<file path="config.mk">
export PLATFORM = sky130hd
export DESIGN_NAME = length_prefixed_frame_deframer_unit
export DESIGN_NICKNAME = d
export VERILOG_FILES = /design/src/rtl/lfd_pkg.sv /design/src/rtl/lfd_cfg.sv /design/src/rtl/lfd_parse.sv /design/src/rtl/lfd_obuf.sv /design/src/rtl/length_prefixed_frame_deframer_unit.sv
export SDC_FILE = /design/constraint.sdc
export NUM_CORES = 1
export LEC_CHECK = 0
export BUFFER_PORTS_ARGS = -buffer_cell sky130_fd_sc_hd__buf_2
export CORE_MARGIN = 3
export CORE_UTILIZATION = 40
export CTS_BUF_LIST = sky130_fd_sc_hd__clkbuf_4 sky130_fd_sc_hd__clkbuf_8 sky130_fd_sc_hd__clkbuf_16
export DETAILED_ROUTE_END_ITERATION = 16
export GPL_TIMING_DRIVEN = 0
export PLACE_DENSITY = 0.55
export SYNTH_ARGS = -nofsm -noshare
export SYNTH_HDL_FRONTEND = slang
export SYNTH_SLANG_ARGS = --single-unit
</file>
<file path="constraint.sdc">
create_clock -name clk -period 5.45 [get_ports clk]
set_input_delay 0.2725 -clock clk [delete_from_list [all_inputs] [get_ports clk]]
set_output_delay 0.2725 -clock clk [all_outputs]
set_load 0.05 [all_outputs]
</file>
<file path="src/rtl/lfd_pkg.sv">
// shared types for the length-prefixed frame deframer
// no dependencies
`default_nettype none

package lfd_pkg;

	localparam int unsigned BYTE_W = 8;

	typedef enum logic [5:0] {
		PH_HUNT   = 6'b000001,
		PH_LENGTH = 6'b000010,
		PH_STX    = 6'b000100,
		PH_DATA   = 6'b001000,
		PH_ETX    = 6'b010000,
		PH_EOT    = 6'b100000
	} phase_t;

	typedef enum logic [1:0] {
		REG_SOH = 2'd0,
		REG_STX = 2'd1,
		REG_ETX = 2'd2,
		REG_EOT = 2'd3
	} reg_index_t;

	localparam logic KIND_PAYLOAD  = 1'b0;
	localparam logic KIND_COMPLETE = 1'b1;

	typedef struct packed {
		logic [BYTE_W-1:0] soh;
		logic [BYTE_W-1:0] stx;
		logic [BYTE_W-1:0] etx;
		logic [BYTE_W-1:0] eot;
	} codes_t;

	typedef struct packed {
		logic              kind;
		logic [BYTE_W-1:0] frame_length;
		logic [BYTE_W-1:0] payload_index;
		logic [BYTE_W-1:0] payload_byte;
	} result_t;

endpackage

`default_nettype wire

</file>
<file path="src/rtl/lfd_cfg.sv">
// code byte registers written through the plain write port
// depends on lfd_pkg
`default_nettype none

module lfd_cfg (
	input  wire logic              clk,
	input  wire logic              arst_n,
	input  wire logic              cfg_we,
	input  wire logic [1:0]        cfg_index,
	input  wire logic [7:0]        cfg_data,
	output lfd_pkg::codes_t        codes
);

	lfd_pkg::codes_t codes_q;

	always_ff @(posedge clk or negedge arst_n) begin
		if (!arst_n) begin
			codes_q.soh <= 8'd1;
			codes_q.stx <= 8'd2;
			codes_q.etx <= 8'd3;
			codes_q.eot <= 8'd4;
		end else if (cfg_we) begin
			unique case (lfd_pkg::reg_index_t'(cfg_index))
				lfd_pkg::REG_SOH: codes_q.soh <= cfg_data;
				lfd_pkg::REG_STX: codes_q.stx <= cfg_data;
				lfd_pkg::REG_ETX: codes_q.etx <= cfg_data;
				lfd_pkg::REG_EOT: codes_q.eot <= cfg_data;
				default: codes_q <= codes_q;
			endcase
		end
	end

	assign codes = codes_q;

endmodule

`default_nettype wire

</file>
<file path="src/rtl/lfd_parse.sv">
// frame phase tracking and result generation for payload beats and frame completion
// depends on lfd_pkg
`default_nettype none

module lfd_parse (
	input  wire logic              clk,
	input  wire logic              arst_n,
	input  wire logic              accept,
	input  wire logic [7:0]        rx_byte,
	input  wire lfd_pkg::codes_t   codes,
	output logic                   res_valid,
	output lfd_pkg::result_t       res
);

	lfd_pkg::phase_t phase_q, phase_d;
	logic [7:0]      length_q, length_d;
	logic [7:0]      count_q, count_d;
	logic [7:0]      count_inc;

	assign count_inc = count_q + 8'd1;

	always_comb begin
		phase_d   = phase_q;
		length_d  = length_q;
		count_d   = count_q;
		res_valid = 1'b0;
		res       = '0;
		unique case (phase_q)
			lfd_pkg::PH_LENGTH: begin
				length_d = rx_byte;
				count_d  = 8'd0;
				phase_d  = lfd_pkg::PH_STX;
			end
			lfd_pkg::PH_STX: begin
				if (rx_byte == codes.stx)
					phase_d = (length_q == 8'd0) ? lfd_pkg::PH_ETX : lfd_pkg::PH_DATA;
			end
			lfd_pkg::PH_DATA: begin
				res_valid         = 1'b1;
				res.kind          = lfd_pkg::KIND_PAYLOAD;
				res.payload_byte  = rx_byte;
				res.payload_index = count_q;
				res.frame_length  = length_q;
				count_d           = count_inc;
				if (count_inc == length_q)
					phase_d = lfd_pkg::PH_ETX;
			end
			lfd_pkg::PH_ETX: begin
				if (rx_byte == codes.etx)
					phase_d = lfd_pkg::PH_EOT;
			end
			lfd_pkg::PH_EOT: begin
				if (rx_byte == codes.eot) begin
					res_valid        = 1'b1;
					res.kind         = lfd_pkg::KIND_COMPLETE;
					res.frame_length = length_q;
					phase_d          = lfd_pkg::PH_HUNT;
					length_d         = 8'd0;
					count_d          = 8'd0;
				end
			end
			default: begin
				// hunting, and any stray phase code
				if (rx_byte == codes.soh) begin
					phase_d = lfd_pkg::PH_LENGTH;
					count_d = 8'd0;
				end else begin
					phase_d = lfd_pkg::PH_HUNT;
				end
			end
		endcase
	end

	always_ff @(posedge clk or negedge arst_n) begin
		if (!arst_n) begin
			phase_q  <= lfd_pkg::PH_HUNT;
			length_q <= 8'd0;
			count_q  <= 8'd0;
		end else if (accept) begin
			phase_q  <= phase_d;
			length_q <= length_d;
			count_q  <= count_d;
		end
	end

endmodule

`default_nettype wire

</file>
<file path="src/rtl/lfd_obuf.sv">
// output register with skid stage for result beats
// depends on lfd_pkg
`default_nettype none

module lfd_obuf (
	input  wire logic              clk,
	input  wire logic              arst_n,
	input  wire logic              in_valid,
	input  wire lfd_pkg::result_t  in_res,
	output logic                   in_ready,
	output logic                   out_valid,
	input  wire logic              out_ready,
	output lfd_pkg::result_t       out_res
);

	logic             out_valid_q;
	logic             skid_valid_q;
	lfd_pkg::result_t out_q;
	lfd_pkg::result_t skid_q;
	logic             out_free;

	assign out_free = !out_valid_q || out_ready;
	assign in_ready = !skid_valid_q;

	always_ff @(posedge clk or negedge arst_n) begin
		if (!arst_n) begin
			out_valid_q  <= 1'b0;
			skid_valid_q <= 1'b0;
		end else if (out_free) begin
			if (skid_valid_q) begin
				out_valid_q  <= 1'b1;
				skid_valid_q <= 1'b0;
			end else begin
				out_valid_q <= in_valid;
			end
		end else if (in_valid) begin
			skid_valid_q <= 1'b1;
		end
	end

	always_ff @(posedge clk) begin
		if (out_free) begin
			out_q <= skid_valid_q ? skid_q : in_res;
		end else if (in_valid && !skid_valid_q) begin
			skid_q <= in_res;
		end
	end

	assign out_valid = out_valid_q;
	assign out_res   = out_q;

endmodule

`default_nettype wire

</file>
<file path="src/rtl/length_prefixed_frame_deframer_unit.sv">
// length-prefixed frame deframer, top level
// depends on lfd_pkg, lfd_cfg, lfd_parse, lfd_obuf
// a result beat passes through the output register, or its skid stage, before it appears on the master side
// throughput: one input beat per cycle while the skid stage is empty; the frame phase update is one short step
// a two-entry output register with skid stage keeps input flowing while a result waits
// reset: async active low; phase returns to hunting, code registers to 1, 2, 3, 4
`default_nettype none

module length_prefixed_frame_deframer_unit (
	input  wire logic        clk,
	input  wire logic        arst_n,
	input  wire logic        s_tvalid,
	output logic             s_tready,
	input  wire logic [7:0]  s_tdata,   // rx_byte
	output logic             m_tvalid,
	input  wire logic        m_tready,
	output logic [23:0]      m_tdata,   // payload_byte, payload_index, frame_length
	output logic             m_tuser,   // result_kind
	input  wire logic        cfg_we,
	input  wire logic [1:0]  cfg_index,
	input  wire logic [7:0]  cfg_data
);

	lfd_pkg::codes_t  codes;
	lfd_pkg::result_t res;
	lfd_pkg::result_t out_res;
	logic             res_valid;
	logic             accept;

	assign accept = s_tvalid && s_tready;

	lfd_cfg u_cfg (
		.clk       (clk),
		.arst_n    (arst_n),
		.cfg_we    (cfg_we),
		.cfg_index (cfg_index),
		.cfg_data  (cfg_data),
		.codes     (codes)
	);

	lfd_parse u_parse (
		.clk       (clk),
		.arst_n    (arst_n),
		.accept    (accept),
		.rx_byte   (s_tdata),
		.codes     (codes),
		.res_valid (res_valid),
		.res       (res)
	);

	lfd_obuf u_obuf (
		.clk       (clk),
		.arst_n    (arst_n),
		.in_valid  (accept && res_valid),
		.in_res    (res),
		.in_ready  (s_tready),
		.out_valid (m_tvalid),
		.out_ready (m_tready),
		.out_res   (out_res)
	);

	assign m_tdata = {out_res.frame_length, out_res.payload_index, out_res.payload_byte};
	assign m_tuser = out_res.kind;

endmodule

`default_nettype wire
</file>
==> impl_metrics.json <==
{
  "cts_buffer_depth": 2,
  "fin_area_sq_mm": 0.00579,
  "wl_um": 10500,
  "dp_hpwl_um": 7370,
  "syn_inst": 401,
  "grt_pass1_vias": 3240,
  "drt_iter0_drc": 221,
  "async_flop_share_pct": 52.8,
  "drc": 0,
  "synth_compound_area_share_pct": 7.08,
  "die_h_um": 118,
  "synthAdderAreaFrac_pct": 0.249,
  "gp_congestion": 0.880,
  "hold_buffers": 0,
  "path_class": "flip-flop to flip-flop",
  "ant_nets": 0,
  "drv_slew": 0,
  "worst_pin_slew_ps": 793,
  "fmax_mhz": 333,
  "rows": 40,
  "synth_top_area_share_pct": 29.9,
  "holdWs_ps": -13.3,
  "cts_num_sinks": 106,
  "period_share_pct": 55.1,
  "yosysWarnings": 0,
  "pin_count": 50,
  "hold_viol": 23,
  "fillers": 1146,
  "numCtsBuffers": 9,
  "register_area_sq_mm": 0.00291,
  "die_w_um": 118,
  "cap_violations": 0,
  "port_buffers": 41,
  "wire_per_inst_um": 16.7,
  "grt_overflow": 0,
  "post_cts_resized": 0,
  "hp-class": "input port to async pin",
  "min_period_ps": 3000,
  "clk_latency_ps": 350,
  "syn_area_per_cell_sq_um": 12.5,
  "vdd_drop_max_uv": 147,
  "finClkSkew_ps": 8.54,
  "r2r_setup_slack_ps": 2450,
  "synth_edf_count": 50,
  "crit_fanout": 11,
  "ys_seq_area_share_pct": 57.9,
  "cp.required_ps": 5500,
  "diodes": 0,
  "initial_core_util_pct": 41.3,
  "grt_use_total_pct": 16.0,
  "ff2ff_path_depth": 7,
  "dieArea_sq_mm": 0.0139,
  "core_area_sq_mm": 0.0122,
  "syn-cell-area_sq_mm": 0.00502,
  "finalPower_mw": 1.90,
  "end_kind": "flip-flop",
  "clkTransAtPathRegs_ps": 70,
  "grt_pass1_wl_um": 17600,
  "cp-start-kind": "flip-flop",
  "multi_input_area_sq_mm": 0.00198,
  "p_leak_nw": 2.41,
  "violations": "hold timing",
  "ys_types": 51,
  "drive_gt1_share_pct": 28.0,
  "utilization_pct": 47.6,
  "viasPerCell": 5.16,
  "dr_total_vias": 3244,
  "fin_setup_tns_ps": 0,
  "crit_end": "u_obuf.skid_q[7]$_DFFE_PP_",
  "synth_xor_area_share_pct": 7.15,
  "critPathArrivalTime_ps": 3060,
  "reg2reg_from": "u_parse.phase_q[4]$_DFFE_PN0P_",
  "yosysTopAreaCell": "edfxtp_1",
  "placed_cell_area_sq_mm": 0.00546,
  "synth_nets": 425,
  "synth.area.mux_share_pct": 11.6,
  "cts_tree": "built",
  "h-tree-depth": 3,
  "root_buffer": "clkbuf_16",
  "slew-limit-headroom_pct": 47.0,
  "synth.area.top_cells": "edfxtp_1 (30%), dfrtp_1 (25%), mux2_2 (11%)",
  "synthTopCellsByCount": "dfrtp_1 (50), edfxtp_1 (50), mux2_2 (48)",
  "layout.nets": 480,
  "antenna_found_initial": 0,
  "yosys.area_share.simple_pct": 13.2,
  "setup_viol": 0,
  "synth-main-ff-cell": "edfxtp_1",
  "synth_top_family_by_area": "simple AND/OR/NAND/NOR gates",
  "grt_max_degree": 57,
  "firstDrtPassIters": 4,
  "r2r_end": "u_obuf.skid_q[7]$_DFFE_PP_",
  "cellPowerDensity_mw_per_mm2": 329,
  "ys_ff_latch": 106,
  "syn_to_final_growth_pct": 15.2,
  "cp-startpoint": "u_parse.phase_q[4]$_DFFE_PN0P_",
  "status": "finished, violations left",
  "postCtsSetupRepairBufs": 0,
  "rsz0062_at_grt": "no"
}
==> cells by family (layout without fill, tap and decap cells) <==
| logic type | Yosys count | in the layout |
|---|---|---|
| adders and majority gates | 1 | 1 |
| xor gates and xnor gates | 41 | 41 |
| and+or+nand+nor | 114 | 114 |
| muxes | 52 | 52 |
| buffers and inverters | 32 | 92 |
| DFF | 106 | 106 |
| AOI/OAI and AO/OA | 55 | 55 |
==> per-layer routing <==
metal	share of wire (%)	vias to the layer above	track usage [%]
met2	47	69	25.4
met4	2.3	0	6.81
met5	0	-	0
met3	3.7	15	3.22
li1	-	1561	-
met1	47	1599	21.5
==> how the worst min path moves through the flow <==
stage	endpoint	start	cells past startpoint	slack [ps]
after floorplan	u_cfg.codes[0]$_DFFE_PN0P_	arst_n	0	-20
after global placement	u_cfg.codes[19]$_DFFE_PN0P_	u_cfg.codes[19]$_DFFE_PN0P_	1	510
after detailed placement	u_obuf.out_res[17]$_DFFE_PN_	u_obuf.skid_q[17]$_DFFE_PP_	2	510
after CTS	u_obuf.out_valid$_DFFE_PN0N_	s_tvalid	3	190
after global routing	u_cfg.codes[26]$_DFFE_PN0P_	arst_n	1	40
final	u_cfg.codes[5]$_DFFE_PN0P_	arst_n	1	-10
==> state kept, by name (all words and copies together), names as in the netlist <==
| name | cells |
|---|---|
| u_parse.count_q | 8 |
| u_parse.phase_q | 6 |
| u_parse.length_q | 8 |
| u_obuf.out_valid | 1 |
| u_obuf.skid_valid_q | 1 |
| u_obuf.out_res | 25 |
| u_cfg.codes | 32 |
| u_obuf.skid_q | 25 |
==> critical path, stage by stage, from the launching register on <==
cell	delay, ps
dfrtp_1	440
nor4_1	460
and3b_1	370
nor2_1	190
clkbuf_1	270
nor3_2	510
buf_6	230
buf_4	220
==> report_power, final <==
part / total (mW) / switching (mW) / internal (mW)
Combinational: 0.260 / 0.142 / 0.117
Clock: 0.680 / 0.287 / 0.394
Sequential: 0.964 / 0.0510 / 0.913
==> metrics by stage <==
step,instances,setup slack [ps]
finish,629,2450
global placement,610,194
CTS,628,2430
floorplan,401,1770
global route,629,2180
detailed placement,612,2180
==> cell type report <==
class	instances	share of cell area, %
Tap cell	168	3.63
Buffer	22	1.77
Multi-Input combinational cell	263	34.2
Timing Repair Buffer	44	4.04
Clock buffer	13	4.63
Clock inverter	3	0.800
Sequential cell	106	50.3
Inverter	10	0.649
==> cell usage in the layout (no fill, tap or decap), drive strengths merged, types with 2 or more instances in the layout <==
cell type and instances:
xnor2 13, nand4 6, nor4b 2, a31oi 2, buf 52, clkbuf 27
and3 3, nor2b 2, a221oi 2, nor3 4, nor3b 3, o31ai 12
a21oi 7, dfstp 6, nand2 22, nand3b 6, edfxtp 50, nand3 13
o21ai 22, o211ai 2, and2 17, mux2 51, inv 11, nor2 22
xor2 28, dfrtp 50, nor4 8
No activity file was read; power rests on OpenSTA's default activity.
